$ cat src/design/ovd_pkg.sv
`timescale 1ns / 1ps
`default_nettype none

package ovd_pkg;

	// Format codes in the top two bits of the first operand byte.
	localparam logic [1:0] FMT_POS   = 2'b00;
	localparam logic [1:0] FMT_NEG   = 2'b01;
	localparam logic [1:0] FMT_SHORT = 2'b10;
	localparam logic [1:0] FMT_LONG  = 2'b11;

	// Value lengths in bytes; zero means no value is being gathered.
	localparam logic [2:0] LEN_IDLE  = 3'd0;
	localparam logic [2:0] LEN_ONE   = 3'd1;
	localparam logic [2:0] LEN_SHORT = 3'd2;
	localparam logic [2:0] LEN_LONG  = 3'd4;

	// Offsets that turn a gathered operand field into its negative value.
	localparam logic [31:0] ADJ_SHORT = 32'h0000_4000;
	localparam logic [31:0] ADJ_LONG  = 32'h4000_0000;

	// Result status codes.
	localparam logic STATUS_OK    = 1'b0;
	localparam logic STATUS_TRUNC = 1'b1;

	// Values given for a value cut short by the end of the buffer.
	localparam logic [31:0] TRUNC_OPERAND = 32'hFFFF_FFFF;
	localparam logic [31:0] TRUNC_WORD    = 32'h0000_0000;

	typedef struct packed {
		logic [7:0] in_byte;
		logic       word_mode;
		logic       end_of_buffer;
	} in_word_t;

	typedef struct packed {
		logic signed [31:0] value;
		logic [2:0]         byte_count;
		logic               status;
	} out_word_t;

	// Outcome of one decode step, handed to the result register.
	typedef struct packed {
		logic      emit;
		out_word_t word;
	} step_t;

endpackage

`default_nettype wire

$ cat src/design/ovd_in_if.sv
`timescale 1ns / 1ps
`default_nettype none

interface ovd_in_if;
	import ovd_pkg::*;

	logic     valid;
	logic     ready;
	in_word_t payload;

	modport source (output valid, output payload, input ready);
	modport sink (input valid, input payload, output ready);

endinterface

`default_nettype wire

$ cat src/design/ovd_out_if.sv
`timescale 1ns / 1ps
`default_nettype none

interface ovd_out_if;
	import ovd_pkg::*;

	logic      valid;
	logic      ready;
	out_word_t payload;

	modport source (output valid, output payload, input ready);
	modport sink (input valid, input payload, output ready);

endinterface

`default_nettype wire

$ cat src/design/ovd_in_stage.sv
`timescale 1ns / 1ps
`default_nettype none

module ovd_in_stage (
	input  wire             clk,
	input  wire             arst_n,
	ovd_in_if.sink          in_chan,
	input  wire             advance,
	output logic            item_valid,
	output ovd_pkg::in_word_t item
);
	import ovd_pkg::*;

	logic     valid_s1;
	in_word_t word_s1;

	// The stage takes a word when it is empty or its word moves on.
	assign in_chan.ready = !valid_s1 || advance;

	always_ff @(posedge clk or negedge arst_n) begin
		if (!arst_n) begin
			valid_s1 <= 1'b0;
		end else if (in_chan.valid && in_chan.ready) begin
			valid_s1 <= 1'b1;
		end else if (advance) begin
			valid_s1 <= 1'b0;
		end
	end

	always_ff @(posedge clk) begin
		if (in_chan.valid && in_chan.ready) begin
			word_s1 <= in_chan.payload;
		end
	end

	assign item_valid = valid_s1;
	assign item       = word_s1;

endmodule

`default_nettype wire

$ cat src/design/ovd_decode.sv
`timescale 1ns / 1ps
`default_nettype none

module ovd_decode (
	input  wire               clk,
	input  wire               arst_n,
	input  wire               fire,
	input  ovd_pkg::in_word_t item,
	output ovd_pkg::step_t    step
);
	import ovd_pkg::*;

	logic [31:0] acc_q,    acc_d;
	logic [1:0]  held_q,   held_d;
	logic [2:0]  needed_q, needed_d;
	logic        mode_q,   mode_d;
	logic        sign_q,   sign_d;

	logic [31:0] acc_shift;
	logic [2:0]  got;

	assign acc_shift = {acc_q[23:0], item.in_byte};
	assign got       = {1'b0, held_q} + 3'd1;

	// One byte of the stream against the gathered state.
	always_comb begin
		acc_d     = acc_q;
		held_d    = held_q;
		needed_d  = needed_q;
		mode_d    = mode_q;
		sign_d    = sign_q;
		step.emit = 1'b0;
		step.word = '0;

		if (needed_q == LEN_IDLE) begin
			// First byte of a value: pick the format.
			mode_d = item.word_mode;
			held_d = 2'd1;
			sign_d = 1'b0;
			acc_d  = {24'b0, item.in_byte};
			if (item.word_mode) begin
				needed_d = LEN_LONG;
			end else begin
				acc_d  = {26'b0, item.in_byte[5:0]};
				sign_d = item.in_byte[5];
				unique case (item.in_byte[7:6])
					FMT_POS: begin
						needed_d        = LEN_IDLE;
						step.emit       = 1'b1;
						step.word.value = {24'b0, item.in_byte};
						step.word.byte_count = LEN_ONE;
						step.word.status     = STATUS_OK;
					end
					FMT_NEG: begin
						needed_d        = LEN_IDLE;
						step.emit       = 1'b1;
						step.word.value = {{25{1'b1}}, item.in_byte[6:0]};
						step.word.byte_count = LEN_ONE;
						step.word.status     = STATUS_OK;
					end
					FMT_SHORT: begin
						needed_d = LEN_SHORT;
					end
					FMT_LONG: begin
						needed_d = LEN_LONG;
					end
					default: begin
						needed_d = LEN_IDLE;
					end
				endcase
			end
			// A multi-byte value that starts on the last byte is cut short.
			if (item.end_of_buffer && needed_d != LEN_IDLE) begin
				needed_d             = LEN_IDLE;
				step.emit            = 1'b1;
				step.word.value      = item.word_mode ? TRUNC_WORD : TRUNC_OPERAND;
				step.word.byte_count = LEN_ONE;
				step.word.status     = STATUS_TRUNC;
			end
		end else begin
			// Later byte: shift it in and finish the value when it is whole.
			acc_d = acc_shift;
			if (got >= needed_q) begin
				needed_d             = LEN_IDLE;
				step.emit            = 1'b1;
				step.word.byte_count = needed_q;
				step.word.status     = STATUS_OK;
				if (!mode_q && sign_q) begin
					step.word.value = acc_shift -
						((needed_q == LEN_SHORT) ? ADJ_SHORT : ADJ_LONG);
				end else begin
					step.word.value = acc_shift;
				end
			end else if (item.end_of_buffer) begin
				needed_d             = LEN_IDLE;
				step.emit            = 1'b1;
				step.word.value      = mode_q ? TRUNC_WORD : TRUNC_OPERAND;
				step.word.byte_count = got;
				step.word.status     = STATUS_TRUNC;
			end else begin
				held_d = got[1:0];
			end
		end

		// Returning to idle clears the gathered state.
		if (needed_d == LEN_IDLE) begin
			acc_d  = '0;
			held_d = '0;
			mode_d = 1'b0;
			sign_d = 1'b0;
		end
	end

	always_ff @(posedge clk or negedge arst_n) begin
		if (!arst_n) begin
			acc_q    <= '0;
			held_q   <= '0;
			needed_q <= LEN_IDLE;
			mode_q   <= 1'b0;
			sign_q   <= 1'b0;
		end else if (fire) begin
			acc_q    <= acc_d;
			held_q   <= held_d;
			needed_q <= needed_d;
			mode_q   <= mode_d;
			sign_q   <= sign_d;
		end
	end

`ifndef SYNTHESIS
	a_len_legal: assert property (@(posedge clk) disable iff (!arst_n)
		needed_q == LEN_IDLE || needed_q == LEN_SHORT || needed_q == LEN_LONG)
		else $error("value length holds an illegal code");

	a_held_range: assert property (@(posedge clk) disable iff (!arst_n)
		needed_q != LEN_IDLE |-> held_q != 2'd0 && {1'b0, held_q} < needed_q)
		else $error("byte count out of range for a value in progress");

	a_eob_idle: assert property (@(posedge clk) disable iff (!arst_n)
		fire && item.end_of_buffer |=> needed_q == LEN_IDLE)
		else $error("decoder not idle after the last byte of the buffer");

	a_eob_emits: assert property (@(posedge clk) disable iff (!arst_n)
		fire && item.end_of_buffer |-> step.emit)
		else $error("last byte of the buffer gave no result");

	a_trunc_value: assert property (@(posedge clk) disable iff (!arst_n)
		step.emit && step.word.status == STATUS_TRUNC |->
		step.word.value == TRUNC_WORD || step.word.value == TRUNC_OPERAND)
		else $error("truncated result carries a decoded value");
`endif

endmodule

`default_nettype wire

$ cat src/design/ovd_out_stage.sv
`timescale 1ns / 1ps
`default_nettype none

module ovd_out_stage (
	input  wire            clk,
	input  wire            arst_n,
	ovd_out_if.source      out_chan,
	input  wire            fire,
	input  ovd_pkg::step_t step,
	output logic           advance
);
	import ovd_pkg::*;

	logic      valid_q;
	out_word_t word_q;

	// The register can take a new result when empty or being emptied.
	assign advance = !valid_q || out_chan.ready;

	always_ff @(posedge clk or negedge arst_n) begin
		if (!arst_n) begin
			valid_q <= 1'b0;
		end else if (advance) begin
			valid_q <= fire && step.emit;
		end
	end

	always_ff @(posedge clk) begin
		if (advance && fire && step.emit) begin
			word_q <= step.word;
		end
	end

	assign out_chan.valid   = valid_q;
	assign out_chan.payload = word_q;

endmodule

`default_nettype wire

$ cat src/design/operand_varint_decoder.sv
`timescale 1ns / 1ps
`default_nettype none

// Decodes signed integers from a stream of bytes, one byte per word on
// in_chan. The first byte of each value samples word_mode: in operand mode the
// top two bits of that byte give a one-byte value, a two-byte 14-bit value or
// a four-byte 30-bit value; in word mode four big-endian bytes form a 32-bit
// value. Each finished value gives one word on out_chan with the sign-extended
// value, the bytes it took and a status; end_of_buffer on a byte that does not
// finish a value gives a truncated result (value -1 in operand mode, 0 in word
// mode). A byte passes an input register and the decode logic into the result
// register, which offers the result on out_chan. One byte is taken every
// cycle while the result register is empty or its word is being taken; a
// result that out_chan leaves waiting stalls the input once the input register
// also holds a byte.
module operand_varint_decoder (
	input  wire       clk,
	input  wire       arst_n,
	ovd_in_if.sink    in_chan,
	ovd_out_if.source out_chan
);
	import ovd_pkg::*;

	logic     item_valid;
	in_word_t item;
	logic     advance;
	logic     fire;
	step_t    step;

	assign fire = item_valid && advance;

	ovd_in_stage u_in_stage (
		.clk        (clk),
		.arst_n     (arst_n),
		.in_chan    (in_chan),
		.advance    (advance),
		.item_valid (item_valid),
		.item       (item)
	);

	ovd_decode u_decode (
		.clk    (clk),
		.arst_n (arst_n),
		.fire   (fire),
		.item   (item),
		.step   (step)
	);

	ovd_out_stage u_out_stage (
		.clk      (clk),
		.arst_n   (arst_n),
		.out_chan (out_chan),
		.fire     (fire),
		.step     (step),
		.advance  (advance)
	);

endmodule

`default_nettype wire
$ cat src/flat_wrapper.sv
// flat-port wrapper written by rule: the top's interface ports become plain ports
module operand_varint_decoder_flat import ovd_pkg::*;
  (clk, arst_n, in_chan_valid, in_chan_payload, in_chan_ready, out_chan_valid, out_chan_payload, out_chan_ready);
  ovd_in_if in_chan_i ();
  ovd_out_if out_chan_i ();
  input  wire clk;
  input  wire arst_n;
  input wire logic [$bits(in_chan_i.valid)-1:0] in_chan_valid;
  input wire logic [$bits(in_chan_i.payload)-1:0] in_chan_payload;
  output wire logic [$bits(in_chan_i.ready)-1:0] in_chan_ready;
  output wire logic [$bits(out_chan_i.valid)-1:0] out_chan_valid;
  output wire logic [$bits(out_chan_i.payload)-1:0] out_chan_payload;
  input wire logic [$bits(out_chan_i.ready)-1:0] out_chan_ready;
  assign in_chan_i.valid = in_chan_valid;
  assign in_chan_i.payload = in_chan_payload;
  assign in_chan_ready = in_chan_i.ready;
  assign out_chan_valid = out_chan_i.valid;
  assign out_chan_payload = out_chan_i.payload;
  assign out_chan_i.ready = out_chan_ready;
  operand_varint_decoder u_core (.clk(clk), .arst_n(arst_n), .in_chan(in_chan_i), .out_chan(out_chan_i));
endmodule
$ cat config.mk
export PLATFORM = sky130hd
export DESIGN_NAME = operand_varint_decoder_flat
export DESIGN_NICKNAME = d
export VERILOG_FILES = /design/src/design/ovd_pkg.sv /design/src/design/ovd_in_if.sv /design/src/design/ovd_out_if.sv /design/src/design/ovd_in_stage.sv /design/src/design/ovd_decode.sv /design/src/design/ovd_out_stage.sv /design/src/design/operand_varint_decoder.sv /design/src/flat_wrapper.sv
export SDC_FILE = /design/constraint.sdc
export NUM_CORES = 1
export LEC_CHECK = 0
export BUFFER_PORTS_ARGS = -buffer_cell sky130_fd_sc_hd__buf_4
export CORE_MARGIN = 8
export CORE_UTILIZATION = 57
export DETAILED_ROUTE_END_ITERATION = 8
export GPL_ROUTABILITY_DRIVEN = 0
export GPL_TIMING_DRIVEN = 1
export HOLD_SLACK_MARGIN = 0.15
export PLACE_DENSITY = 0.89
export SYNTH_ARGS = -nofsm -noshare
export SYNTH_HDL_FRONTEND = slang
export SYNTH_HIERARCHICAL = 1
export SYNTH_SLANG_ARGS = --single-unit
$ cat constraint.sdc
create_clock -name clk -period 3.58 [get_ports clk]
set_clock_uncertainty 0.15 [all_clocks]
set_input_delay 0.358 -clock clk [delete_from_list [all_inputs] [get_ports clk]]
set_output_delay 0.358 -clock clk [all_outputs]
set_load 0.05 [all_outputs]
After elaboration in Yosys (flattened, before gate mapping) --
Index checks and enable logic that the tools add are counted.
Storage, ports and cells: word-level logic and storage cells 74, bits in registers 79
Operators by class: add/sub/neg operators 2, order comparisons 1, muxes and demuxes 31, eq/ne operators 6, reductions and logical operators 21
Operators with widths (number):
- $mux 37 | 5
- $mux 32 | 3
- $pmux 37 s2 | 1
- $mux 24 | 2
- $sub 32x31->32 | 1
- $mux 31 | 1
- $mux 3 | 6
- $pmux 3 s3 | 1
- $mux 2 | 4
- $mux 8 | 1
- $logic_and 1x1->1 | 7
- $mux 1 | 7
- $logic_not 3->1 | 2
- $eq 2x2->1 const B | 2
- $reduce_bool 2->1 | 2
- $add 2x1->3 const B | 1
- $eq 3x2->1 const B | 1
- $ge 3x3->1 | 1
- $logic_not 1->1 | 3
- $ne 3x2->1 const B | 1
- $ne 3x3->1 const B | 1
- $reduce_and 3->1 | 1
- $reduce_bool 3->1 | 1
- $eq 2x1->1 const B | 1
- other kinds (4) | 5

Longest topological paths before layout --
Gate-level depths: netlist of the first run.
depth after elaboration 12, gate-level depth with buffers 9, depth with buffers taken out 8

Modules after synthesis --
The synthesis of the first run kept the hierarchy.
Modules (own cells, without submodules):
- ovd_decode | area each 2205.9 um^2, sequential area each 775.7 um^2, times used 1, cells an instance 248
- ovd_out_stage | area each 1141.1 um^2, sequential area each 1106.1 um^2, times used 1, cells an instance 41
- ovd_in_stage | area each 354.1 um^2, sequential area each 325.3 um^2, times used 1, cells an instance 14
- operand_varint_decoder | area each 6.3 um^2, sequential area each 0.0 um^2, times used 1, cells an instance 1

Worst setup path after synthesis of the first run --
Ideal clock, no wire load.
kind reg2reg, from register u_core.u_decode.held_q[0], to register u_core.u_out_stage.word_q, in the netlist u_core/u_out_stage/out_chan.payload[0] (enable), cell stages (with the launch flop) 8, clock period less this slack 2.894 ns, slack 0.686 ns, data required time 3.049 ns, data arrival time 2.363 ns, cell sequence dfrtp_1 > ha_1 > ha_1 > a211oi_2 > nor3_1 > or3_1 > nand2_1 > nor2b_4
RTL lines:
- start, declared | line ovd_decode.sv:14 | logic [1:0] held_q, held_d;
- start signal, assigned | line ovd_decode.sv:123 | held_q <= held_d;
- end signal, assigned | line ovd_out_stage.sv:30 | word_q <= step.word;
- end, declared | line ovd_out_stage.sv:15 | out_word_t word_q;

==> summary.txt, run 1 <==
Outcome
  – Status: completed

Floorplan
  – Die ar.: 9340 um2
  – Ports: 52
  – Die Y: 96.6 um
  – Row cnt: 29
  – Initial Util: 0.587
  – Core area: 6310 um2
  – Die width: 96.6 um

Routing
  – TritonRoute pass-1 iters: 5
  – Routed vias: 2847
  – Drt first-iter violations: 257
  – Post-DRT Antenna Nets: 0
  – Routed WL: 8.50 mm
  – Drt wl/cell: 18.8 um
  – Drt drc: 0
  – Vias/cell: 6.30

Clock network
  – Clock transition at path regs: 0.08 ns
  – CTS tree: yes
  – CTS Root Buffer Type: clkbuf_8
  – Buffers inserted by post-CTS timing repair: 0
  – CTS Buf Count: 9
  – CTS max path bufs: 2
  – H-tree levels: 3
  – Worst skew pair latency: 0.36 ns
  – Post-CTS resize count: 0
  – # clock sinks: 79

Placement
  – IO Port Bufs: 51
  – Post-place setup slack: 0.467 ns
  – Final HPWL DP: 5.83 mm

Logic synthesis
  – Top_reg_cell synth: edfxtp_1
  – Syn Nets: 323
  – Unique masters post-synth: 56
  – Mapped Cells: 304
  – Synth warn: 6
  – Asr flop ratio synth: 0.418
  – Syn_area_per_cell: 12.2 um2
  – Mapped Area: 3710 um2
  – Sequential cell area fraction in the yosys report: 0.595
  – Yosys reg bits: 79
  – Number of synthesized flops with an enable pin: 46

Flow run
  – # Max-Cap Violations: 0

Timing
  – Final hold vios: 0
  – Setup ws final: 0.359 ns
  – Slew headroom: 0.486
  – WHS: 0.183 ns
  – FMAX: 310 MHz
  – Final setup fails: 0
  – Fin crit period: 3.22 ns
  – Slew Limit Fails: 0
  – Final Cycle Share: 0.900
  – RSZ-0062 raised after global routing: no
  – Worst-Margin Slew: 0.770 ns
  – Setup_tns: 0 ns

Worst setup path
  – Worst Path Required: 3.49 ns
  – Slowest CP cell: nor3_1
  – CP Buf/Inv Count: 1
  – Crit end category: register
  – Crit-path cells: ha_1 > ha_1 > a211oi_2 > nor3_1 > or3_1 > nand2_1 > nor2b_4 > buf_12
  – Worst path most repeated cell: ha_1
  – Crit path kind: reg -> reg
  – Worst path top cell family by delay: simple AND/OR/NAND/NOR gates
  – Worst Path Arrival: 3.14 ns
  – CP Launch Type: register
  – Crit-path max cell delay: 0.51 ns
  – Worst-path maximum fanout: 22

Cells and area
  – Most frequent cells in the layout: buf_4 (54), edfxtp_1 (46), dfrtp_1 (33), a22o_1 (24)
  – Commonest non-fill, non-tap cell in the layout: buf_4
  – Antenna diodes: 0
  – Fin nets: 389
  – Area delta synth->final: 20.9%
  – Layout cells sized above 1: 0.245

Global routing
  – First-pass GRT wire length: 13.8 mm
  – Largest net degree at the start of global routing: 34
  – Initial antenna violation count: 0
  – All-Layer GR Usage: 0.181
  – Vias in the first global route: 2808
  – Grt ovf: 0

Power
  – Max IR drop VDD: 0.448 mV
  – Power per cell area: 796 nW/um2
  – Leakage: 1.86 nW

Hold path
  – Hold Path Class: in -> reg
-- area by class of cell --
type	count	area (um2)
Sequential cell	79	2210
Inverter	6	22.5
Timing Repair Buffer	67	546
Tap cell	77	96.3
Clock buffer	9	124
Clock inverter	7	73.8
Fill cell	439	1830
Multi-Input combinational cell	207	1410
-- flip-flops by register name, summed over array words and instances (netlist names) --
name	cells
u_core/u_decode/sign_q	1
u_core/u_decode/acc_q	24
u_core/u_decode/needed_q	3
u_core/u_out_stage/out_chan.payload	36
u_core/u_decode/held_q	2
u_core/u_out_stage/out_chan.valid	1
u_core/u_in_stage/item	10
u_core/u_in_stage/item_valid	1
u_core/u_decode/mode_q	1
-- timing repair --
item	CTS	global route
hold endpoints to repair	44	0
hold buffers	12	0
setup endpoints to repair	0	0
-- worst reg2reg max path, cell delays in order, from the launching register on --
cell	delay, ns
dfrtp_1	0.43
ha_1	0.36
ha_1	0.34
a211oi_2	0.11
nor3_1	0.51
or3_1	0.21
nand2_1	0.12
nor2b_4	0.45
buf_12	0.24
-- cell usage after synthesis, drive strengths merged (2+ instances only) --
master | number | area (um2)
edfxtp | 46 | 1380
dfrtp | 33 | 826
a22o | 24 | 210
o21ai | 23 | 115
nand2 | 22 | 82.6
nor2 | 19 | 76.3
a21oi | 17 | 85.1
nor3 | 14 | 101
clkbuf | 9 | 33.8
nand2b | 8 | 65.1
or3 | 7 | 50.1
xor2 | 7 | 61.3
nand3 | 6 | 30.0
xnor2 | 6 | 52.6
ha | 5 | 62.6
inv | 5 | 18.8
nor4 | 5 | 31.3
o21a | 5 | 37.5
and2 | 4 | 27.5
buf | 3 | 30.0
nor2b | 3 | 26.3
o211ai | 3 | 27.5
o2bb2ai | 3 | 26.3
a211oi | 2 | 20.0
a221oi | 2 | 30.0
a32o | 2 | 20.0
nand4 | 2 | 12.5
nand4b | 2 | 17.5
nor3b | 2 | 15.0
o31ai | 2 | 20.0
-- logic make-up after synthesis --
kind of cell               Yosys count  synth area share
adders and majority gates            5            0.0169
DFF                                 79             0.595
buffers and inverters               18            0.0233
muxes                                1           0.00270
and+or+nand+nor                     99             0.156
xor gates and xnor gates            13            0.0307
AOI/OAI and AO/OA                   89             0.175
-- power breakdown --
group | total, mW | switching (mW) | leakage (nW) | internal, mW
Sequential | 1.36 | 0.120 | 0.889 | 1.24
Combinational | 1.57 | 1.10 | 0.875 | 0.469
Clock | 0.645 | 0.371 | 0.0946 | 0.274
-- path summary, 6_finish.rpt --
path                                                               endpoint                             startpoint  cells past startpoint  slack (ns)
min in group asynchronous              u_core/u_decode/acc_q[3]$_DFFE_PN0P_                                 arst_n                      2        0.32
min reg2reg                            u_core/u_decode/acc_q[2]$_DFFE_PN0P_    u_core/u_in_stage/item[4]$_DFFE_PP_                      1        0.36
min                           u_core/u_out_stage/out_chan.valid$_DFFE_PN0P_                         out_chan_ready                      3        0.18
max                        u_core/u_out_stage/out_chan.payload[3]$_DFFE_PP_  u_core/u_decode/held_q[0]$_DFFE_PN0P_                      8        0.36
max reg2reg                u_core/u_out_stage/out_chan.payload[3]$_DFFE_PP_  u_core/u_decode/held_q[0]$_DFFE_PN0P_                      8        0.36
max in group asynchronous                u_core/u_decode/mode_q$_DFFE_PN0P_                                 arst_n                      2        2.65
-- per-stage QoR --
| step | total power [mW] | cells | util | area (um2) |
|---|---|---|---|---|
| after floorplan | 2.47 | 304 | - | 3710 |
| after global placement | 2.86 | 424 | 0.660 | 4170 |
| after detailed placement | 2.91 | 424 | 0.660 | 4170 |
| after CTS | 3.57 | 452 | 0.710 | 4480 |
| after global routing | 3.73 | 452 | 0.710 | 4480 |
| final | 3.57 | 452 | 0.710 | 4480 |
-- metal layers --
metal / track usage / share of wire / vias to the layer above
li1: - / - / 1289
met1: 0.202 / 0.38 / 1350
met2: 0.308 / 0.50 / 180
met3: 0.0477 / 0.096 / 28
met4: 0.0970 / 0.025 / 0
met5: 0 / 0 / -
(Power assumes the default switching activity.)
==> inputs of run 2 (changes only) <==
==> constraint.sdc (replaced) <==
create_clock -name clk -period 3.7 [get_ports clk]
set_clock_uncertainty 0.15 [all_clocks]
set_input_delay 0.37 -clock clk [delete_from_list [all_inputs] [get_ports clk]]
set_output_delay 0.37 -clock clk [all_outputs]
set_load 0.05 [all_outputs]
==> run 2 against run 1 <==
Routed wire length decreased by 0.48%. Clock power shrank 3%. Sequential power decreased by 4%. Total power decreased by 3.2%. Design area is essentially flat.
==> summary.txt, run 2 (same netlist as run 1, synthesis figures left out) <==
Hold path
  – Hold Path Class: in -> reg

Placement
  – IO Port Bufs: 51 (unchanged)
  – Final HPWL DP: 5.83 mm (about the same)

Global routing
  – Initial antenna violation count: 0 (unchanged)
  – All-Layer GR Usage: 0.180 (-0.00116)
  – Vias in the first global route: 2800 (-0.28%)
  – Grt ovf: 0 (unchanged)
  – Largest net degree at the start of global routing: 34 (unchanged)
  – First-pass GRT wire length: 13.8 mm (+0.55%)

Cells and area
  – Reg area: 2210 um2 (unchanged)
  – Fin nets: 389 (unchanged)
  – Filler Cells Inserted: 439 (unchanged)
  – Multi-input logic area: 1410 um2 (unchanged)
  – Largest register FFs: 36 (unchanged)
  – Layout cells sized above 1: 0.245 (unchanged)
  – Final core utilization: 0.710 (about the same)
  – Antenna diodes: 0 (unchanged)
  – Most frequent cells in the layout: buf_4 (54), edfxtp_1 (46), dfrtp_1 (33), a22o_1 (24)
  – Commonest non-fill, non-tap cell in the layout: buf_4
  – Area delta synth->final: 21.0% (about the same)

Clock network
  – Buffers inserted by post-CTS timing repair: 0 (unchanged)
  – Clock transition at path regs: 0.09 ns (about the same)
  – CTS max path bufs: 2 (unchanged)
  – Worst skew pair latency: 0.36 ns (about the same)
  – CTS tree: yes
  – # clock sinks: 79 (unchanged)
  – CTS Root Buffer Type: clkbuf_8
  – CTS Buf Count: 9 (unchanged)
  – H-tree levels: 3 (unchanged)

Power
  – Clock power frac: 0.182 (about the same)
  – Power per cell area: 771 nW/um2 (-3.2%)
  – Switching Share: 0.445 (-0.000479)
  – Part of the power in registers: 0.380 (about the same)
  – Psw: 1.54 mW (-3.3%)
  – Internal: 1.92 mW (-3.1%)
  – Comb power frac: 0.438 (about the same)
  – Leakage: 1.86 nW (+0.24%)
  – Max IR drop VDD: 0.489 mV (+9.1%)

Outcome
  – Status: completed

Timing
  – Setup_tns: 0 ns (unchanged)
  – FMAX: 313 MHz (+0.97%)
  – Slew Limit Fails: 0 (unchanged)
  – Fin crit period: 3.19 ns (-0.0308 ns)
  – Slew headroom: 0.492 (+0.00543)
  – Worst-Margin Slew: 0.762 ns (-0.00814 ns)
  – Final setup fails: 0 (unchanged)
  – Final Cycle Share: 0.862 (-0.0375)
  – RSZ-0062 raised after global routing: no
  – Final hold vios: 0 (unchanged)

Routing
  – TritonRoute pass-1 iters: 7 (+2)
  – Drt wl/cell: 18.7 um (-0.48%)
  – Post-DRT Antenna Nets: 0 (unchanged)
  – Drt first-iter violations: 252 (-1.9%)
  – Routed vias: 2854 (+0.25%)
  – Vias/cell: 6.31 (+0.25%)
  – Routed WL: 8.46 mm (-0.48%)
  – Drt drc: 0 (unchanged)

Worst setup path
  – Slowest CP cell: nor3_1
  – CP Launch Type: register
  – Worst-path maximum fanout: 22 (unchanged)
  – Worst path top cell family by delay: simple AND/OR/NAND/NOR gates
  – Crit-path max cell delay: 0.53 ns (+0.02 ns)
  – Worst Path Required: 3.62 ns (+0.13 ns)
  – Worst Path Arrival: 3.11 ns (-0.03 ns)
  – Worst path most repeated cell: ha_1
  – CP Buf/Inv Count: 1 (unchanged)
  – Crit-path cells: ha_1 > ha_1 > a211oi_2 > nor3_1 > or3_1 > nand2_1 > nor2b_4 > buf_12
  – Crit path kind: reg -> reg
  – Crit end category: register

Floorplan
  – Die width: 96.6 um (unchanged)
  – Row cnt: 29 (unchanged)
  – Core area: 6310 um2 (unchanged)
  – Die Y: 96.6 um (unchanged)
  – Initial Util: 0.587 (unchanged)
  – Die ar.: 9340 um2 (unchanged)
  – Ports: 52 (unchanged)

Flow run
  – # Max-Cap Violations: 0 (unchanged)
## run 2: changes by cell type in the layout (fill, tap and decap cells not counted)
cell,change
clkinvlp_4,-1
inv_6,+1
## run 2: worst paths after layout
path | endpoint | from | slack (ns) | cells past startpoint
min in group asynchronous | u_core/u_decode/acc_q[0]$_DFFE_PN0P_ | arst_n | 0.34 | 2
max in group asynchronous | u_core/u_decode/acc_q[17]$_DFFE_PN0P_ | arst_n | 2.75 | 2
worst min-delay path | u_core/u_out_stage/out_chan.valid$_DFFE_PN0P_ | out_chan_ready | 0.18 | 3
worst max register to register | u_core/u_out_stage/out_chan.payload[3]$_DFFE_PP_ | u_core/u_decode/held_q[0]$_DFFE_PN0P_ | 0.51 | 8
worst max-delay path | u_core/u_out_stage/out_chan.payload[3]$_DFFE_PP_ | u_core/u_decode/held_q[0]$_DFFE_PN0P_ | 0.51 | 8
worst min register to register | u_core/u_decode/acc_q[2]$_DFFE_PN0P_ | u_core/u_in_stage/item[4]$_DFFE_PP_ | 0.35 | 1
## run 2: worst register-to-register path: cells and delay by family (launching register included)
| family | cells | cell delay, ns |
|---|---|---|
| adders and majority gates | 2 | 0.69 |
| and+or+nand+nor | 4 | 1.27 |
| buffers and inverters | 1 | 0.24 |
| DFF | 1 | 0.44 |
| AOI/OAI and AO/OA | 1 | 0.11 |
## run 2: stage by stage
| stage | std cells | setup WS, ns | cell area, um2 | hold slack, ns | power (mW) |
|---|---|---|---|---|---|
| finish | 452 | 0.510 | 4480 | 0.180 | 3.46 |
| global route | 452 | 0.392 | 4480 | 0.164 | 3.62 |
| CTS | 452 | 0.574 | 4480 | 0.153 | 3.46 |
| detailed placement | 424 | 0.594 | 4170 | 0.197 | 2.81 |
| global placement | 424 | 0.738 | 4170 | 0.182 | 2.77 |
| floorplan | 304 | 0.806 | 3710 | -0.0756 | 2.39 |
## run 2: cell type report
type / count / share of cell area
clock buffer: 9 / 0.0276
clock inverter: 7 / 0.0167
inverter: 6 / 0.00502
multi-input combinational: 207 / 0.315
sequential: 79 / 0.492
tap: 77 / 0.0215
timing repair buffer: 67 / 0.122
## run 2: power by group through the flow
stage / clock, mW / sequential [mW] / combinational [mW]
2_1_floorplan: 0 / 1.70 / 0.693
3_3_place_gp: 0 / 1.32 / 1.45
3_5_place_dp: 0 / 1.33 / 1.49
4_1_cts: 0.642 / 1.31 / 1.50
5_1_grt: 0.676 / 1.33 / 1.61
6_report: 0.627 / 1.31 / 1.51
## run 2: timing repair
action | CTS | global route
gates resized for setup | 0 | 0
hold buffers | 12 | 0
hold endpoints to repair | 44 | 0
## run 2: layer usage
| layer | part of all wire | wire length (um) | track usage | up-vias |
|---|---|---|---|---|
| li1 | - | - | - | 1288 |
| met1 | 0.39 | 3280 | 0.213 | 1370 |
| met2 | 0.49 | 4160 | 0.294 | 172 |
| met3 | 0.096 | 812 | 0.0562 | 24 |
| met4 | 0.024 | 205 | 0.0781 | 0 |
| met5 | 0 | 0 | 0 | - |
==> inputs of run 3 (changes only) <==
--- a/config.mk
+++ b/config.mk
@@ -7,12 +7,12 @@
 export LEC_CHECK = 0
 export BUFFER_PORTS_ARGS = -buffer_cell sky130_fd_sc_hd__buf_4
 export CORE_MARGIN = 8
-export CORE_UTILIZATION = 57
+export CORE_UTILIZATION = 35
 export DETAILED_ROUTE_END_ITERATION = 8
 export GPL_ROUTABILITY_DRIVEN = 0
 export GPL_TIMING_DRIVEN = 1
 export HOLD_SLACK_MARGIN = 0.15
-export PLACE_DENSITY = 0.89
+export PLACE_DENSITY = 0.63
 export SYNTH_ARGS = -nofsm -noshare
 export SYNTH_HDL_FRONTEND = slang
 export SYNTH_HIERARCHICAL = 1
==> run 3 against run 2 <==
Non-clock buffer count stayed put. Sequential share of layout area shrank 0.90 points. Hold slack worse by 0.020 ns. Flip-flop and latch count stayed put. Critical endpoint is now u_core/u_out_stage/out_chan.payload[1]$_DFFE_PP_. Largest cell class unchanged.
==> summary.txt, run 3 (same netlist as run 1, synthesis figures left out) <==
Outcome
  – Status: completed

Routing
  – TritonRoute pass-1 iters: 5 (-2)
  – Post-DRT Antenna Nets: 0 (unchanged)
  – Routed WL: 8.49 mm (+0.34%)
  – Drt first-iter violations: 198 (-21%)
  – Drt wl/cell: 16.6 um (-11%)
  – Routed vias: 2700 (-5.4%)
  – Drt drc: 0 (unchanged)
  – Vias/cell: 5.28 (-16%)

Cells and area
  – Most frequent cells in the layout: buf_4 (54), edfxtp_1 (46), dfrtp_1 (33), a22o_1 (24)
  – Layout cells sized above 1: 0.245 (unchanged)
  – Antenna diodes: 0 (unchanged)
  – Fin nets: 389 (unchanged)
  – Filler Cells Inserted: 969 (+120%)
  – Largest register FFs: 36 (unchanged)
  – Final core utilization: 0.442 (-0.268)
  – Area delta synth->final: 23.2%
  – Post-route cell area: 4570 um2 (+1.9%)
  – Commonest non-fill, non-tap cell in the layout: buf_4
  – Non-Filler Instances: 511 (+13%)

Clock network
  – # clock sinks: 79 (unchanged)
  – CTS Buf Count: 9 (unchanged)
  – CTS Root Buffer Type: clkbuf_8
  – H-tree levels: 3 (unchanged)
  – Clock transition at path regs: 0.08 ns (about the same)
  – CTS max path bufs: 2 (unchanged)
  – CTS tree: yes
  – Worst skew pair latency: 0.36 ns (about the same)

Placement
  – Area after DPL: 4240 um2 (+1.8%)
  – Post-place setup slack: 0.604 ns (+0.0100 ns)
  – Final HPWL DP: 6.09 mm (+4.5%)
  – Placed cell count: 483 (+14%)
  – IO Port Bufs: 51 (unchanged)

Timing
  – FMAX: 317 MHz (+1.1%)
  – Setup ws final: 0.545 ns (+0.0347 ns)
  – Final hold vios: 0 (unchanged)
  – Fin crit period: 3.16 ns (-0.0347 ns)
  – Final Cycle Share: 0.853 (-0.00937)
  – Worst-Margin Slew: 0.798 ns (+0.0360 ns)
  – Setup_tns: 0 ns (unchanged)
  – Slew Limit Fails: 0 (unchanged)
  – Slew headroom: 0.468 (-0.0240)
  – WHS: 0.161 ns (-0.0196 ns)
  – Final setup fails: 0 (unchanged)
  – RSZ-0062 raised after global routing: no

Worst setup path
  – Worst-path maximum fanout: 22 (unchanged)
  – CP Launch Type: register
  – Crit-path cells: ha_1 > ha_1 > a211oi_2 > nor3_1 > or3_1 > nand2_1 > nor2b_4 > buf_12
  – Worst Path Arrival: 3.07 ns (-0.04 ns)
  – Worst Path Required: 3.62 ns (about the same)
  – Slowest CP cell: nor3_1
  – Crit path kind: reg -> reg
  – FF-to-FF path depth: 8 (unchanged)
  – Crit-path max cell delay: 0.51 ns (-0.02 ns)
  – Worst path most repeated cell: ha_1
  – Crit end category: register

Hold path
  – Hold Path Class: in -> reg
  – WHS Path Cells: 3 (unchanged)

Floorplan
  – Die ar.: 14100 um2 (+51%)
  – Ports: 52 (unchanged)
  – Row cnt: 37 (+28%)
  – Initial Util: 0.359 (-0.228)
  – Die width: 119 um (+23%)
  – Die Y: 119 um (+23%)
  – Core area: 10300 um2 (+64%)

Power
  – Total Power: 3.50 mW (+1.3%)
  – Power per cell area: 766 nW/um2 (-0.58%)
  – Max IR drop VDD: 0.272 mV (-44%)
  – Leakage: 1.86 nW (about the same)

Global routing
  – All-Layer GR Usage: 0.125 (-0.0546)
  – First-pass GRT wire length: 14.2 mm (+2.8%)
  – Grt ovf: 0 (unchanged)
  – Vias in the first global route: 2660 (-5.0%)
  – Initial antenna violation count: 0 (unchanged)
  – Largest net degree at the start of global routing: 34 (unchanged)

Flow run
  – # Max-Cap Violations: 0 (unchanged)
## run 3: final timing paths
path | from | end | slack [ns]
max | u_core/u_decode/held_q[0]$_DFFE_PN0P_ | u_core/u_out_stage/out_chan.payload[1]$_DFFE_PP_ | 0.54
min | out_chan_ready | u_core/u_out_stage/out_chan.valid$_DFFE_PN0P_ | 0.16
max reg2reg | u_core/u_decode/held_q[0]$_DFFE_PN0P_ | u_core/u_out_stage/out_chan.payload[1]$_DFFE_PP_ | 0.54
min reg2reg | u_core/u_in_stage/item[2]$_DFFE_PP_ | u_core/u_decode/acc_q[0]$_DFFE_PN0P_ | 0.36
max in group asynchronous | arst_n | u_core/u_decode/acc_q[9]$_DFFE_PN0P_ | 2.73
min in group asynchronous | arst_n | u_core/u_decode/needed_q[0]$_DFFE_PN0P_ | 0.35
## run 3: area by class of cell
class	count	area (um2)	share of cell area
Tap cell	136	170	0.0373
Multi-Input combinational cell	207	1410	0.310
Timing Repair Buffer	67	546	0.119
Clock buffer	9	124	0.0271
Inverter	6	22.5	0.00493
Clock inverter	7	85.1	0.0186
Sequential cell	79	2210	0.483
## run 3: where the power goes
| part | internal, mW | switching, mW |
|---|---|---|
| Combinational | 0.453 | 1.06 |
| Clock | 0.325 | 0.350 |
| Sequential | 1.20 | 0.117 |
## run 3: repair_timing
action / CTS / global route
endpoints found under the hold margin: 44 / 0
hold buffers: 12 / 0
buffers inserted: 0 / 0
resized for setup: 0 / 0
## run 3: critical path: cells and delay by family (launching register included)
family          cells  cell delay (ns)
fa+ha+maj           2             0.67
compound gates      1             0.11
simple gates        4             1.25
flops               1             0.43
buf+inv             1             0.24
## run 3: layer usage
metal,wire [um],GRT usage
met5,0,0
met4,103,0.0419
met3,625,0.0487
met2,3820,0.184
met1,3940,0.165
